[src/hw/rtl/spt_pkg.sv]
// Shared types and constants for the sorted pair table.
package spt_pkg;

	localparam int TableDepth  = 64;
	localparam int LinearLimit = 16;
	localparam int AddrW  = $clog2(TableDepth);
	localparam int CountW = $clog2(TableDepth + 1);

	typedef enum logic [1:0] {
		OP_CLEAR   = 2'd0,
		OP_APPEND  = 2'd1,
		OP_PREPARE = 2'd2,
		OP_LOOKUP  = 2'd3
	} op_t;

	typedef enum logic [1:0] {
		ST_OK         = 2'd0,
		ST_NOT_FOUND  = 2'd1,
		ST_FULL       = 2'd2,
		ST_NOT_SORTED = 2'd3
	} status_t;

	typedef enum logic [2:0] {
		MS_NONE,
		MS_READ,
		MS_WRITE_ITEM,
		MS_WRITE_SHIFT
	} mem_sel_t;

	// controller -> datapath
	typedef struct packed {
		logic              mem_rd;
		logic [AddrW-1:0]  rd_addr;
		logic              mem_wr;
		logic [AddrW-1:0]  wr_addr;
		mem_sel_t          wr_sel;
		logic              hold_item;
		logic              latch_gap;
	} dp_cmd_t;

	// datapath -> controller
	typedef struct packed {
		logic rd_greater;
		logic rd_equal;
	} dp_stat_t;

endpackage

[src/hw/rtl/spt_datapath.sv]
// Key and value memories, held item and key comparators.
module spt_datapath import spt_pkg::*; (
	input  logic                clk,
	input  dp_cmd_t             cmd,
	input  logic signed [31:0]  in_key,
	input  logic signed [31:0]  in_value,
	output dp_stat_t            stat,
	output logic signed [31:0]  rd_value
);

	logic [31:0] key_mem [TableDepth];
	logic [31:0] val_mem [TableDepth];
	logic [31:0] rd_key_q, rd_val_q;
	logic [31:0] item_key_q, item_val_q;
	logic [31:0] wr_k, wr_v;

	always_comb begin
		if (cmd.wr_sel == MS_WRITE_SHIFT) begin
			wr_k = rd_key_q;
			wr_v = rd_val_q;
		end else begin
			wr_k = item_key_q;
			wr_v = item_val_q;
		end
	end

	always_ff @(posedge clk) begin
		if (cmd.mem_wr) begin
			key_mem[cmd.wr_addr] <= wr_k;
			val_mem[cmd.wr_addr] <= wr_v;
		end
		if (cmd.mem_rd) begin
			rd_key_q <= key_mem[cmd.rd_addr];
			rd_val_q <= val_mem[cmd.rd_addr];
		end
	end

	always_ff @(posedge clk) begin
		if (cmd.hold_item) begin
			item_key_q <= in_key;
			item_val_q <= in_value;
		end else if (cmd.latch_gap) begin
			item_key_q <= rd_key_q;
			item_val_q <= rd_val_q;
		end
	end

	assign stat.rd_greater = $signed(rd_key_q) > $signed(item_key_q);
	assign stat.rd_equal   = rd_key_q == item_key_q;
	assign rd_value = rd_val_q;

endmodule

[config.mk]
export PLATFORM = sky130hd
export DESIGN_NAME = spt_datapath
export DESIGN_NICKNAME = d
export VERILOG_FILES = /design/src/hw/rtl/spt_pkg.sv /design/src/hw/rtl/spt_datapath.sv
export SDC_FILE = /design/constraint.sdc
export NUM_CORES = 2
export LEC_CHECK = 0
export BUFFER_PORTS_ARGS = -buffer_cell sky130_fd_sc_hd__buf_2
export CORE_MARGIN = 2
export CORE_UTILIZATION = 42
export DETAILED_ROUTE_END_ITERATION = 8
export PLACE_DENSITY = 0.58
export SLEW_MARGIN = 15
export SYNTH_ARGS = -nofsm -noshare
export SYNTH_HDL_FRONTEND = slang
export SYNTH_SLANG_ARGS = --single-unit
[constraint.sdc]
create_clock -name clk -period 5 [get_ports clk]
set_clock_uncertainty 0.15 [all_clocks]
set_input_delay 0 -clock clk [delete_from_list [all_inputs] [get_ports clk]]
set_output_delay 0 -clock clk [all_outputs]
set_load 0.005 [all_outputs]
==> impl_metrics.py <==
metrics = {
    "die": {
        "die-width_um": 624,
        "core.rowCount": 227,
        "design.portCount": 118,
        "core-area_sq_um": 383000,
        "initial_core_util_pct": 42.2,
        "die-height_um": 624,
        "design.die.area_sq_um": 389000,
    },
    "synthesis": {
        "fraction_of_registers_with_async_set_reset_pct": 0,
        "synth_sequential_area_ratio_pct": 78.6,
        "yosysTopAreaCellShare_pct": 78.6,
        "number_of_standard_cells_after_synthesis": 6563,
        "post_synth_main_area_contributors": "sky130_fd_sc_hd__edfxtp_1, sky130_fd_sc_hd__mux4_2, sky130_fd_sc_hd__mux2_2",
        "synth_flop_cell": "sky130_fd_sc_hd__edfxtp_1",
        "synth_area_sq_um": 161000,
        "synth_cell_types": 40,
        "number_of_synthesized_flops_with_an_enable_pin": 4224,
        "ys_seq_elements": 4224,
        "yosysTopAreaCell": "sky130_fd_sc_hd__edfxtp_1",
        "synth_nets": 6679,
        "synth_warnings": 0,
        "avgSynthCellArea_sq_um": 24.6,
    },
    "grt": {
        "wire_length_of_the_first_global_routing_pass_um": 633000,
        "vias_in_the_first_global_route": 77900,
        "grt_util_all_layers_pct": 23.4,
        "grt_max_degree": 85,
        "antenna_found_initial": 22,
        "global_route.overflow_total": 0,
    },
    "hold_path": {
        "min_path_type": "in -> reg",
    },
    "timing": {
        "rsz0062_at_grt": "no",
        "totalNegativeSetupSlack_ns": 0,
        "slew_violations": 0,
        "max_freq_ghz": 0.239,
        "hold_ws_ns": 0.0286,
        "timing_worst_slew_pin_value_ns": 1.29,
        "maxSlewHeadroom_pct": 14.1,
        "report.final.hold_viol_count": 0,
        "final-setup-viol-count": 0,
        "minimum_clock_period_after_layout_ns": 4.18,
        "setup_ws_ns": 0.817,
        "final.period_utilization_pct": 83.7,
    },
    "clock_tree": {
        "cts.repair.resized": 0,
        "max-clock-path-buffers": 4,
        "clk_pin_slew_worst_paths_ns": 0.06,
        "cts_sinks": 4224,
        "postCtsSetupRepairBufs": 0,
        "cts_buffers": 431,
        "post_cts_hold_buffer_count": 208,
        "worstSkewPairLatency_ns": 1.00,
        "tritoncts": "yes",
        "ctsHtreeMaxLevel": 5,
        "clockRootBuffer": "sky130_fd_sc_hd__clkbuf_16",
    },
    "final_layout": {
        "fraction_of_layout_cells_with_a_size_suffix_above_1_pct": 31.5,
        "finish.cell_count_without_fillers": 12700,
        "layout.nets": 7372,
        "most_used_cells_in_the_layout_excluding_fill_and_tap_cells": "sky130_fd_sc_hd__edfxtp_1, sky130_fd_sc_hd__mux4_2, sky130_fd_sc_hd__clkbuf_16",
        "fill_cells": 30200,
        "area_growth_syn_to_layout_pct": 15.6,
        "most_common_library_cell_in_the_layout_ignoring_fill_and_taps": "sky130_fd_sc_hd__edfxtp_1",
    },
    "worst_setup_path": {
        "startpoint_type": "register",
        "critical_path_capture_point_type": "primary output",
        "critPathMaxFanout": 4,
        "worstPathArrival_ns": 4.03,
        "worstPathRequired_ns": 4.85,
        "worst-setup-path-type": "reg -> out",
    },
    "routing": {
        "vias": 77600,
        "drt.antenna.violating_nets": 0,
        "drt_initial_violations": 11200,
        "count_of_tritonroute_iterations_in_the_first_routing_pass": 6,
        "sum_of_routed_wire_length_over_all_layers_um": 460000,
        "routed_wire_length_per_instance_um": 36.3,
        "detail_route.vias_per_cell": 6.13,
        "drc": 0,
    },
    "power_and_ir_drop": {
        "ir_drop_mv": 0.285,
        "cellPowerDensity_nw_per_um2": 412,
        "power_leakage_nw": 58.2,
    },
    "place": {
        "post-place-ws_ns": 1.53,
        "place_inst": 11600,
        "globalplace.congestion": 0.774,
        "placed_wire_length_estimate_um": 242000,
        "i_o_buffers": 117,
    },
    "status": {
        "run_status": "finished, final reports clean",
    },
    "job": {
        "timing.max_cap.violations": 0,
    },
}
cells by family (layout without fill, tap and decap cells):
group	after synthesis	after routing	synth area share [%]
buffers and inverters	385	1441	1.11
AOI/OAI and AO/OA	297	297	1.24
adders and majority gates	32	32	0.248
muxes	1407	1407	18.2
other	0	5	0
and+or+nand+nor	218	218	0.617
DFF	4224	4224	78.6
critical path, stage by stage (launching register included):
cell	delay, ns
sky130_fd_sc_hd__edfxtp_1	0.41
sky130_fd_sc_hd__ha_1	0.64
sky130_fd_sc_hd__nand4_1	0.17
sky130_fd_sc_hd__or3_1	0.55
sky130_fd_sc_hd__or3_1	0.53
sky130_fd_sc_hd__a31oi_1	0.20
sky130_fd_sc_hd__o21ai_0	0.12
sky130_fd_sc_hd__a21oi_1	0.24
sky130_fd_sc_hd__buf_2	0.16
synth_stat cells (2+ instances only):
master and number:
sky130_fd_sc_hd__edfxtp_1 4224, sky130_fd_sc_hd__mux4_2 1176, sky130_fd_sc_hd__buf_2 175, sky130_fd_sc_hd__clkbuf_1 146, sky130_fd_sc_hd__mux2_2 140, sky130_fd_sc_hd__nor2_1 134, sky130_fd_sc_hd__o22ai_1 128, sky130_fd_sc_hd__mux2i_1 65
sky130_fd_sc_hd__a21oi_1 61, sky130_fd_sc_hd__o221ai_1 50, sky130_fd_sc_hd__inv_1 35, sky130_fd_sc_hd__ha_1 32, sky130_fd_sc_hd__nor2b_1 31, sky130_fd_sc_hd__mux4_1 26, sky130_fd_sc_hd__buf_4 15, sky130_fd_sc_hd__nand2_1 15
sky130_fd_sc_hd__a2111oi_0 13, sky130_fd_sc_hd__a211o_1 13, sky130_fd_sc_hd__a211oi_1 13, sky130_fd_sc_hd__o21ai_0 9, sky130_fd_sc_hd__buf_1 8, sky130_fd_sc_hd__nand3_1 8, sky130_fd_sc_hd__nand4_1 6, sky130_fd_sc_hd__nand2b_1 5
sky130_fd_sc_hd__nand3b_1 5, sky130_fd_sc_hd__or3_1 5, sky130_fd_sc_hd__a21o_1 3, sky130_fd_sc_hd__a221oi_1 3, sky130_fd_sc_hd__buf_12 3, sky130_fd_sc_hd__buf_6 3, sky130_fd_sc_hd__and4_1 2, sky130_fd_sc_hd__or2_2 2
sky130_fd_sc_hd__or3b_2 2
per-stage QoR:
| stage | util [%] | total power (W) | instance area (sq um) |
|---|---|---|---|
| detailed placement | 44.5 | 0.0453 | 170000 |
| finish | 48.8 | 0.0769 | 187000 |
| CTS | 48.7 | 0.0774 | 186000 |
| floorplan | - | 0.0436 | 161000 |
| global route | 48.8 | 0.0790 | 187000 |
| global placement | 44.5 | 0.0452 | 170000 |
per-layer routing:
metal	track usage, %	routed length, um	vias to the layer above
met4	7.06	14600	4
met1	33.6	188000	43100
met2	37.3	220000	3783
met3	3.43	37700	702
li1	-	-	30100
met5	0	21	-
report_power, final:
group	leakage (nW)	switching [W]	internal, W
Sequential	38.1	0.000140	0.0401
Combinational	13.2	0.00287	0.00160
Clock	6.87	0.0135	0.0186
worst paths after layout:
path	slack (ns)	cells after the start	startpoint	end
hold reg to reg	0.69	1	item_val_q[13]	val_mem[57][13]
hold / removal	0.03	2	cmd[18]	rd_value[12]
setup reg to reg	2.54	5	key_mem[3][13]	rd_key_q[13]
setup / recovery	0.82	8	rd_key_q[31]	stat[1]
state kept, by name, summed over array words and instances, names as in the netlist:
register / flops
val_mem: 2048
item_val_q: 32
rd_value: 32
rd_key_q: 32
key_mem: 2048
item_key_q: 32
area by class of cell:
class,count,area (sq um),area share (%)
clock inverter,274,2720,1.46
inverter,35,131,0.0704
tap,5038,6300,3.38
timing repair buffer,610,5850,3.14
antenna,5,12.5,0.00671
clock buffer,522,11300,6.06
sequential,4224,127000,68.0
multi-input combinational,1954,33400,17.9
(Power assumes the default switching activity.)
