==> src/hw/rtl/spt_pkg.sv <==
// Shared types and constants for the sorted pair table.
package spt_pkg;

	localparam int TableDepth  = 64;
	localparam int LinearLimit = 16;
	localparam int AddrW  = $clog2(TableDepth);
	localparam int CountW = $clog2(TableDepth + 1);

	typedef enum logic [1:0] {
		OP_CLEAR   = 2'd0,
		OP_APPEND  = 2'd1,
		OP_PREPARE = 2'd2,
		OP_LOOKUP  = 2'd3
	} op_t;

	typedef enum logic [1:0] {
		ST_OK         = 2'd0,
		ST_NOT_FOUND  = 2'd1,
		ST_FULL       = 2'd2,
		ST_NOT_SORTED = 2'd3
	} status_t;

	typedef enum logic [2:0] {
		MS_NONE,
		MS_READ,
		MS_WRITE_ITEM,
		MS_WRITE_SHIFT
	} mem_sel_t;

	// controller -> datapath
	typedef struct packed {
		logic              mem_rd;
		logic [AddrW-1:0]  rd_addr;
		logic              mem_wr;
		logic [AddrW-1:0]  wr_addr;
		mem_sel_t          wr_sel;
		logic              hold_item;
		logic              latch_gap;
	} dp_cmd_t;

	// datapath -> controller
	typedef struct packed {
		logic rd_greater;
		logic rd_equal;
	} dp_stat_t;

endpackage

==> src/hw/rtl/spt_ctrl.sv <==
// Operation sequencer: clear, append, Shell sort, linear scan and binary search.
module spt_ctrl import spt_pkg::*; (
	input  logic               clk,
	input  logic               arst_n,
	input  logic               start,
	input  logic [1:0]         operation,
	output logic               busy,
	output dp_cmd_t            cmd,
	input  dp_stat_t           stat,
	input  logic signed [31:0] rd_value,
	output logic               done,
	output logic [1:0]         status,
	output logic signed [31:0] found_value,
	output logic [6:0]         entries_held
);

	typedef enum logic [3:0] {
		S_IDLE, S_LIN_RD, S_LIN_CMP, S_BIN_RD, S_BIN_CMP,
		S_GAP, S_I_RD, S_I_LATCH, S_J_RD, S_J_CMP, S_PLACE
	} state_t;

	localparam int IdxW = AddrW + 1;

	state_t              state_q;
	logic [CountW-1:0]   count_q;
	logic                sorted_q;
	logic                sorting;
	logic [IdxW-1:0]     idx_q, lo_q, hi_q, mid_q, gap_q, i_q, j_q;
	logic [IdxW-1:0]     mid_c, gap_init, gap_prev;

	assign mid_c = IdxW'((({1'b0, lo_q} + {1'b0, hi_q}) >> 1));
	assign entries_held = 7'(count_q);
	assign busy = state_q != S_IDLE;

	// first gap in 1,4,13,... greater than (n-1)/9
	always_comb begin
		int g;
		g = 1;
		for (int k = 0; k < 4; k++)
			if (g * 9 <= int'(count_q) - 1) g = g * 3 + 1;
		gap_init = IdxW'(g);
	end

	// previous gap in 1,4,13,...; zero after gap 1
	always_comb begin
		int g;
		gap_prev = '0;
		g = 1;
		for (int k = 0; k < 4; k++) begin
			if (IdxW'(g * 3 + 1) == gap_q) gap_prev = IdxW'(g);
			g = g * 3 + 1;
		end
	end

	always_comb begin
		cmd = '0;
		cmd.wr_sel = MS_NONE;
		unique case (state_q)
			S_IDLE: cmd.hold_item = start;
			S_LIN_RD: begin
				cmd.mem_rd = 1'b1;
				cmd.rd_addr = AddrW'(idx_q);
			end
			S_BIN_RD: begin
				cmd.mem_rd = 1'b1;
				cmd.rd_addr = AddrW'(mid_c);
			end
			S_I_RD: begin
				cmd.mem_rd = 1'b1;
				cmd.rd_addr = AddrW'(i_q);
			end
			S_I_LATCH: cmd.latch_gap = 1'b1;
			S_J_RD: begin
				cmd.mem_rd = 1'b1;
				cmd.rd_addr = AddrW'(j_q - gap_q);
			end
			S_J_CMP: if (stat.rd_greater) begin
				cmd.mem_wr = 1'b1;
				cmd.wr_addr = AddrW'(j_q);
				cmd.wr_sel = MS_WRITE_SHIFT;
			end
			S_PLACE: begin
				cmd.mem_wr = 1'b1;
				cmd.wr_addr = AddrW'(j_q);
				cmd.wr_sel = MS_WRITE_ITEM;
			end
			default: ;
		endcase
	end

	always_ff @(posedge clk or negedge arst_n) begin
		if (!arst_n) begin
			state_q <= S_IDLE;
			count_q <= '0;
			sorted_q <= 1'b1;
			done <= 1'b0;
			status <= ST_OK;
			found_value <= '0;
			idx_q <= '0; lo_q <= '0; hi_q <= '0; mid_q <= '0;
			gap_q <= '0; i_q <= '0; j_q <= '0;
		end else begin
			done <= 1'b0;
			unique case (state_q)
				S_IDLE: if (start) begin
					found_value <= '0;
					status <= ST_OK;
					unique case (op_t'(operation))
						OP_CLEAR: begin
							count_q <= '0; sorted_q <= 1'b1; done <= 1'b1;
						end
						OP_APPEND: begin
							if (count_q >= CountW'(TableDepth)) begin
								status <= ST_FULL; done <= 1'b1;
							end else begin
								state_q <= S_PLACE;
								j_q <= IdxW'(count_q);
							end
						end
						OP_PREPARE: begin
							if (count_q > CountW'(LinearLimit)) begin
								gap_q <= gap_init;
								state_q <= S_GAP;
							end else done <= 1'b1;
						end
						OP_LOOKUP: begin
							if (count_q <= CountW'(LinearLimit)) begin
								idx_q <= '0;
								state_q <= S_LIN_RD;
							end else if (!sorted_q) begin
								status <= ST_NOT_SORTED; done <= 1'b1;
							end else begin
								lo_q <= '0; hi_q <= IdxW'(count_q);
								state_q <= S_BIN_RD;
							end
						end
						default: ;
					endcase
				end
				S_LIN_RD: begin
					if (idx_q >= IdxW'(count_q)) begin
						status <= ST_NOT_FOUND; done <= 1'b1; state_q <= S_IDLE;
					end else state_q <= S_LIN_CMP;
				end
				S_LIN_CMP: begin
					if (stat.rd_equal) begin
						found_value <= rd_value; done <= 1'b1; state_q <= S_IDLE;
					end else begin
						idx_q <= idx_q + 1'b1; state_q <= S_LIN_RD;
					end
				end
				S_BIN_RD: begin
					if (lo_q == hi_q) begin
						status <= ST_NOT_FOUND; done <= 1'b1; state_q <= S_IDLE;
					end else begin
						mid_q <= mid_c; state_q <= S_BIN_CMP;
					end
				end
				S_BIN_CMP: begin
					// read key greater than item: go low
					if (stat.rd_equal) begin
						found_value <= rd_value; done <= 1'b1; state_q <= S_IDLE;
					end else if (stat.rd_greater) begin
						hi_q <= mid_q; state_q <= S_BIN_RD;
					end else begin
						lo_q <= mid_q + 1'b1; state_q <= S_BIN_RD;
					end
				end
				S_GAP: begin
					if (gap_q == '0) begin
						sorted_q <= 1'b1; done <= 1'b1; state_q <= S_IDLE;
					end else begin
						i_q <= gap_q; state_q <= S_I_RD;
					end
				end
				S_I_RD: begin
					if (i_q >= IdxW'(count_q)) begin
						gap_q <= gap_prev; state_q <= S_GAP;
					end else state_q <= S_I_LATCH;
				end
				S_I_LATCH: begin
					j_q <= i_q; state_q <= S_J_RD;
				end
				S_J_RD: begin
					if (j_q < gap_q) state_q <= S_PLACE;
					else state_q <= S_J_CMP;
				end
				S_J_CMP: begin
					if (stat.rd_greater) begin
						j_q <= j_q - gap_q; state_q <= S_J_RD;
					end else state_q <= S_PLACE;
				end
				S_PLACE: begin
					if (!sorting) begin
						count_q <= count_q + 1'b1; sorted_q <= 1'b0;
						done <= 1'b1; state_q <= S_IDLE;
					end else begin
						i_q <= i_q + 1'b1; state_q <= S_I_RD;
					end
				end
				default: state_q <= S_IDLE;
			endcase
		end
	end

	always_ff @(posedge clk or negedge arst_n) begin
		if (!arst_n) sorting <= 1'b0;
		else if (state_q == S_IDLE && start) sorting <= operation == OP_PREPARE;
	end

	a_count_range: assert property (@(posedge clk) disable iff (!arst_n)
		count_q <= CountW'(TableDepth)) else $error("count overflow");
	a_done_idle: assert property (@(posedge clk) disable iff (!arst_n)
		done |-> state_q == S_IDLE) else $error("done while busy");
	a_found_ok: assert property (@(posedge clk) disable iff (!arst_n)
		done && status != ST_OK |-> found_value == '0) else $error("stale value");
	a_bin_range: assert property (@(posedge clk) disable iff (!arst_n)
		state_q == S_BIN_RD |-> lo_q <= hi_q) else $error("bad range");

endmodule
==> config.mk <==
export PLATFORM = sky130hd
export DESIGN_NAME = spt_ctrl
export DESIGN_NICKNAME = d
export VERILOG_FILES = /design/src/hw/rtl/spt_pkg.sv /design/src/hw/rtl/spt_ctrl.sv
export SDC_FILE = /design/constraint.sdc
export NUM_CORES = 1
export LEC_CHECK = 0
export BUFFER_PORTS_ARGS = -buffer_cell sky130_fd_sc_hd__buf_4
export CORE_MARGIN = 2
export CORE_UTILIZATION = 63
export DETAILED_ROUTE_END_ITERATION = 7
export GPL_TIMING_DRIVEN = 0
export PLACE_DENSITY = 0.84
export SETUP_SLACK_MARGIN = 0.4
export SYNTH_ARGS = -nofsm -noshare
export SYNTH_HDL_FRONTEND = slang
export SYNTH_SLANG_ARGS = --single-unit
==> constraint.sdc <==
create_clock -name clk -period 14.3 [get_ports clk]
set_clock_uncertainty 0.2 [all_clocks]
set_input_delay 2.145 -clock clk [delete_from_list [all_inputs] [get_ports clk]]
set_output_delay 2.145 -clock clk [all_outputs]
set_load 0.01 [all_outputs]
==> results of run 1 <==
==> sequential cells by signal, summed over array words and instances, names as in the netlist <==
| name | cells |
|---|---|
| found_value | 32 |
| entries_held | 7 |
| hi_q | 7 |
| i_q | 7 |
| idx_q | 7 |
| j_q | 7 |
| lo_q | 7 |
| mid_q | 7 |
| gap_q | 6 |
| state_q | 4 |
| status | 2 |
| done | 1 |
| sorted_q | 1 |
| sorting | 1 |
==> cells by family after synthesis <==
family          Yosys count  synth area share
simple gates            283             0.190
compound gates          225             0.208
flops                    96             0.358
buf+inv                  80            0.0486
fa+ha+maj                69             0.131
xor+xnor                 29            0.0378
mux                      17            0.0265
other cells               1          0.000558
==> metal layers <==
| metal | vias to the layer above | track usage | part of all wire |
|---|---|---|---|
| li1 | 3053 | - | - |
| met1 | 3056 | 0.439 | 0.40 |
| met2 | 311 | 0.565 | 0.48 |
| met3 | 56 | 0.0654 | 0.087 |
| met4 | 0 | 0.131 | 0.031 |
| met5 | - | 0 | 0 |
==> stage by stage <==
stage | area, um^2 | hold WS (ns)
6_report | 7780 | 0.289
2_1_floorplan | 6720 | 0.254
4_1_cts | 7780 | 0.295
3_5_place_dp | 7610 | 0.274
3_3_place_gp | 7610 | 0.264
5_1_grt | 7780 | 0.308
==> critical path, delay by kind of cell, from the launching register on <==
| kind | cells | cell delay, ns |
|---|---|---|
| AOI/OAI and AO/OA | 13 | 3.09 |
| xor gates and xnor gates | 2 | 0.53 |
| adders and majority gates | 9 | 2.79 |
| buffers and inverters | 3 | 0.84 |
| DFF | 1 | 0.46 |
| muxes | 1 | 0.34 |
| and+or+nand+nor | 5 | 0.77 |
==> worst max-delay path by stage <==
stage                     endpoint  cells past startpoint
after floorplan           gap_q[3]                     34
after global routing      gap_q[3]                     33
after CTS                 gap_q[3]                     33
after global placement    gap_q[3]                     33
after detailed placement  gap_q[3]                     33
final                     gap_q[3]                     33
==> synthesized netlist by cell type, drive strengths merged, types with 15 or more instances <==
cell type,number
nor3,15
ha,67
o21ai,89
and3,15
nand2,129
clkbuf,30
xnor2,22
dfrtp,95
nor2,62
inv,43
nand3,21
a21oi,52
==> layout make-up <==
type	count	area, um^2	share of cell area
Multi-Input combinational cell	624	3990	0.512
Tap cell	136	170	0.0219
Buffer	37	165	0.0212
Clock buffer	11	131	0.0169
Clock inverter	5	35.0	0.00450
Inverter	43	161	0.0207
Timing Repair Buffer	97	728	0.0936
Sequential cell	96	2400	0.309
==> flow_summary.ini, run 1 <==
[clock_tree]
clock_sinks = 96
ctsHoldBuffers = 0
cts_resized = 0
clock-root-buffer = clkbuf_8
cts_made_buffers = 9
worstSkewPairLatency_ns = 0.37
htreeDepth = 3
postCtsSetupRepairBufs = 0
clk_pin_slew_ns = 0.09
tritoncts = done
cts_buffer_depth = 2

[place]
place_ws_ns = 5.36
dp_cells = 1033
dpl.hpwl_mm = 14.6
io_buffers = 97
gp_congestion = 1.01

[timing]
rsz0062_at_grt = no
fmax_mhz = 110
setup_ws_ns = 5.21
tns_ns = 0
setup_violations = 0
relSlewSlack = 0.198
period_needed_ns = 9.09
finalCritPeriodShare = 0.636
worst_pin_slew_ns = 1.20
drv_slew = 0
hold_viol = 0

[floorplan]
die_h_um = 107
io_pins = 101
core-area_um2 = 10300
start_util = 0.651
die-area_um2 = 11500
fp-row-count = 37
die_w_um = 107

[final_layout]
antenna_cells = 0
fill_cells = 772
drive_gt1_frac = 0.148
final_common_cell = nand2_1
final_cell_mix = nand2_1, buf_4, dfrtp_1
fin_util = 0.754
areaGrowthSynthToFinish_pct = 15.9
instances_no_fill = 1049
fin_nets = 1016

[setup_path]
cp-end-kind = flop
r2r-end = gap_q[3]
startpoint = entries_held[0]
cp_slowest_cell = o41ai_1
crit_required_ns = 14.40
start_kind = flop
worst_path_most_repeated_cell = ha_1
cp.arrival_ns = 9.19
reg2reg_depth = 33
critPathMaxStageDelay_ns = 0.75
crit_fanout = 8
r2r_slack_ns = 5.21
critical_path_class = reg2reg
r2r-start = entries_held[0]

[global_route]
antenna_found_initial = 0
grt_overflow = 0
grt_pass1_vias = 6285
grt_max_degree = 97
gr-usage-all-layers = 0.340
grt_pass1_wl_mm = 30.9

[synth]
yosysTopAreaCell = dfrtp_1
yosys_most_used_dff = dfrtp_1
synth_seq_area_share = 0.358
ys_warn_count = 0
synth_area_per_cell_um2 = 8.40
ys_types = 67
syn_nets = 908
synth_area_leaders = dfrtp_1, ha_1, nand2_1
ys_ff_latch = 96
postSynthCellCount = 800
synth_area_um2 = 6720
synth_top_area_share = 0.354
synth_enable_flop_cells = 0
synthArstFlopShare = 1.00

[route]
drt_iter0_drc = 718
viasPerCell = 6.17
drt_first_pass_iters = 6
vias = 6476
ant_nets = 0
routed_wl_mm = 19.2
wire_per_inst_um = 18.3
drc = 0

[hold_path]
holdPathEnd = found_value[22]
holdPathStages = 2
worstHoldPathType = reg2reg
hold_start = found_value[22]

[outcome]
status = finished clean

[flow_run]
maxCapViolations = 0
Power of run 1 is not shown: default switching activity piles up to over one toggle a cycle in this logic, so the estimate is an artifact.
==> run 2, diff against run 1 <==
ABC_AREA = 1   (was unset)
CORE_UTILIZATION = 53   (was 63)
PLACE_DENSITY = 0.75   (was 0.84)
clock period = 8.07 ns   (was 14.3 ns; I/O delays follow)
==> flow_summary.ini, run 2 <==
[final_layout]
fill_cells = 1154
drive_gt1_frac = 0.199
regArea_um2 = 2410
areaGrowthSynthToFinish_pct = 19.1
final_common_cell = nand2_1
final_area_um2 = 8340
largest_reg_flops = 32
fin_nets = 1136
final_cell_mix = nand2_1, inv_1, buf_4
largest-register = found_value
multi_input_area_um2 = 3940
instances_no_fill = 1209
antenna_cells = 0

[setup_path]
start_kind = flop
cp-end-kind = flop
crit_fanout = 8
critPathMaxStageDelay_ns = 0.50
worst_path_most_repeated_cell = nand2_1
cp_slowest_cell = dfrtp_1
critical_path_class = reg2reg
cp.arrival_ns = 7.15
crit_required_ns = 8.12

[synth]
ys_ff_latch = 96
synth_seq_area_share = 0.343
synth_enable_flop_cells = 0
yosys_most_used_dff = dfrtp_1
synth_area_per_cell_um2 = 7.66
synthArstFlopShare = 1.00
synth_top_area_share = 0.339
syn_nets = 1022
synth_common_cells = nand2_1, inv_1, dfrtp_1, o21ai_0, nor2_1
ys_warn_count = 0
yosysTopAreaCell = dfrtp_1
synth_area_leaders = dfrtp_1, ha_1, nand2_1
ys_types = 56
synth_area_um2 = 7010
yosysMostFrequentCell = nand2_1
postSynthCellCount = 914

[route]
viasPerCell = 5.38
drc = 0
drt_iter0_drc = 555
ant_nets = 0
vias = 6502
drt_first_pass_iters = 6
wire_per_inst_um = 15.1
routed_wl_mm = 18.2

[place]
dp_cells = 1189
placed_area_um2 = 7970
gp_congestion = 0.966
io_buffers = 99
dpl.hpwl_mm = 13.9

[floorplan]
die_h_um = 119
start_util = 0.535
die_w_um = 119
fp-row-count = 42
core-area_um2 = 13100
io_pins = 101
die-area_um2 = 14200

[global_route]
grt_pass1_wl_mm = 29.9
grt_pass1_vias = 6074
grt_max_degree = 97
gr-usage-all-layers = 0.261
grt_overflow = 0
antenna_found_initial = 0

[timing]
period_needed_ns = 7.10
rsz0062_at_grt = no
fmax_mhz = 141
finalCritPeriodShare = 0.880
hold_viol = 0
fin_hold_ws_ns = 0.278
worst_pin_slew_ns = 1.21
setup_violations = 0
tns_ns = 0
relSlewSlack = 0.192
drv_slew = 0

[power_and_ir_drop]
p_total_mw = 4.26
leakage_nw = 4.20
power_density_nw_per_um2 = 511
vdd_drop_max_mv = 0.735

[clock_tree]
htreeDepth = 3
worstSkewPairLatency_ns = 0.35
clock-root-buffer = clkbuf_16
ctsHoldBuffers = 0
cts_buffer_depth = 2
tritoncts = done
clock_sinks = 96
cts_made_buffers = 9
clk_pin_slew_ns = 0.07

[outcome]
status = finished clean

[flow_run]
maxCapViolations = 0

[hold_path]
worstHoldPathType = reg2reg
run 2: cell types whose count changed in the layout (fill, tap and decap cells not counted), sizes merged, moves of 9 or more:
cell    previous run  this run
nor2              62        92
mux2i             11         0
buf              104       114
xnor2             22         5
and3              15         1
clkbuf            41        17
nor2b              9         0
a21oi             52        38
inv               43       161
nand2            129       165
nand3             21        69
run 2: cell type report:
cell class | count | area share
Multi-Input combinational cell | 642 | 0.472
Sequential cell | 96 | 0.288
Timing Repair Buffer | 103 | 0.0927
Inverter | 157 | 0.0721
Clock buffer | 9 | 0.0270
Tap cell | 176 | 0.0264
Buffer | 19 | 0.0109
Clock inverter | 7 | 0.0102
run 2: per-layer routing:
layer  track usage  vias up  share of wire
li1              -     3263              -
met1         0.342     3005           0.45
met2         0.436      192           0.48
met3        0.0426       42          0.047
met4        0.0945        0          0.028
met5             0        -              0
run 2: what timing repair did:
action | 4_1_cts | 5_1_grt
gates resized for setup | 1 | 16
pin swaps | 0 | 2
gates cloned | 0 | 0
endpoints found under the setup margin | 5 | 6
setup buffers | 0 | 4
run 2: kinds of logic after synthesis:
family,Yosys count,synth area share
and+or+nand+nor,366,0.252
AOI/OAI and AO/OA,186,0.156
buffers and inverters,176,0.0979
DFF,96,0.343
adders and majority gates,69,0.125
xor gates and xnor gates,20,0.0250
other,1,0.000535
run 2: worst paths after layout:
path                                      start              end  slack, ns  depth (start not counted)
worst max-delay path            entries_held[2]         gap_q[2]       0.97                         48
worst min-delay path                  status[0]        status[0]       0.28                          1
worst max register to register  entries_held[2]         gap_q[2]       0.97                         48
worst min register to register        status[0]        status[0]       0.28                          1
max in group asynchronous                arst_n  entries_held[0]       5.93                          1
min in group asynchronous                arst_n  found_value[18]       0.90                          1
run 2: through the flow:
| stage | utilization | setup WS (ns) |
|---|---|---|
| finish | 0.638 | 0.967 |
| global route | 0.638 | 0.308 |
| CTS | 0.633 | 0.416 |
| detailed placement | 0.609 | 0.292 |
| global placement | 0.609 | 0.398 |
| floorplan | - | 1.32 |
run 2: where the power goes:
group | switching [mW] | internal, mW
Combinational | 1.85 | 1.16
Sequential | 0.142 | 0.654
Clock | 0.205 | 0.247
run 2: worst max-delay path, delay by kind of cell (launching register included):
kind / cells / cell delay (ns)
and+or+nand+nor: 23 / 2.15
xor gates and xnor gates: 2 / 0.30
adders and majority gates: 8 / 2.20
DFF: 1 / 0.50
buffers and inverters: 9 / 0.92
AOI/OAI and AO/OA: 6 / 0.74
Note: power is estimated with default switching activity, not from simulation.
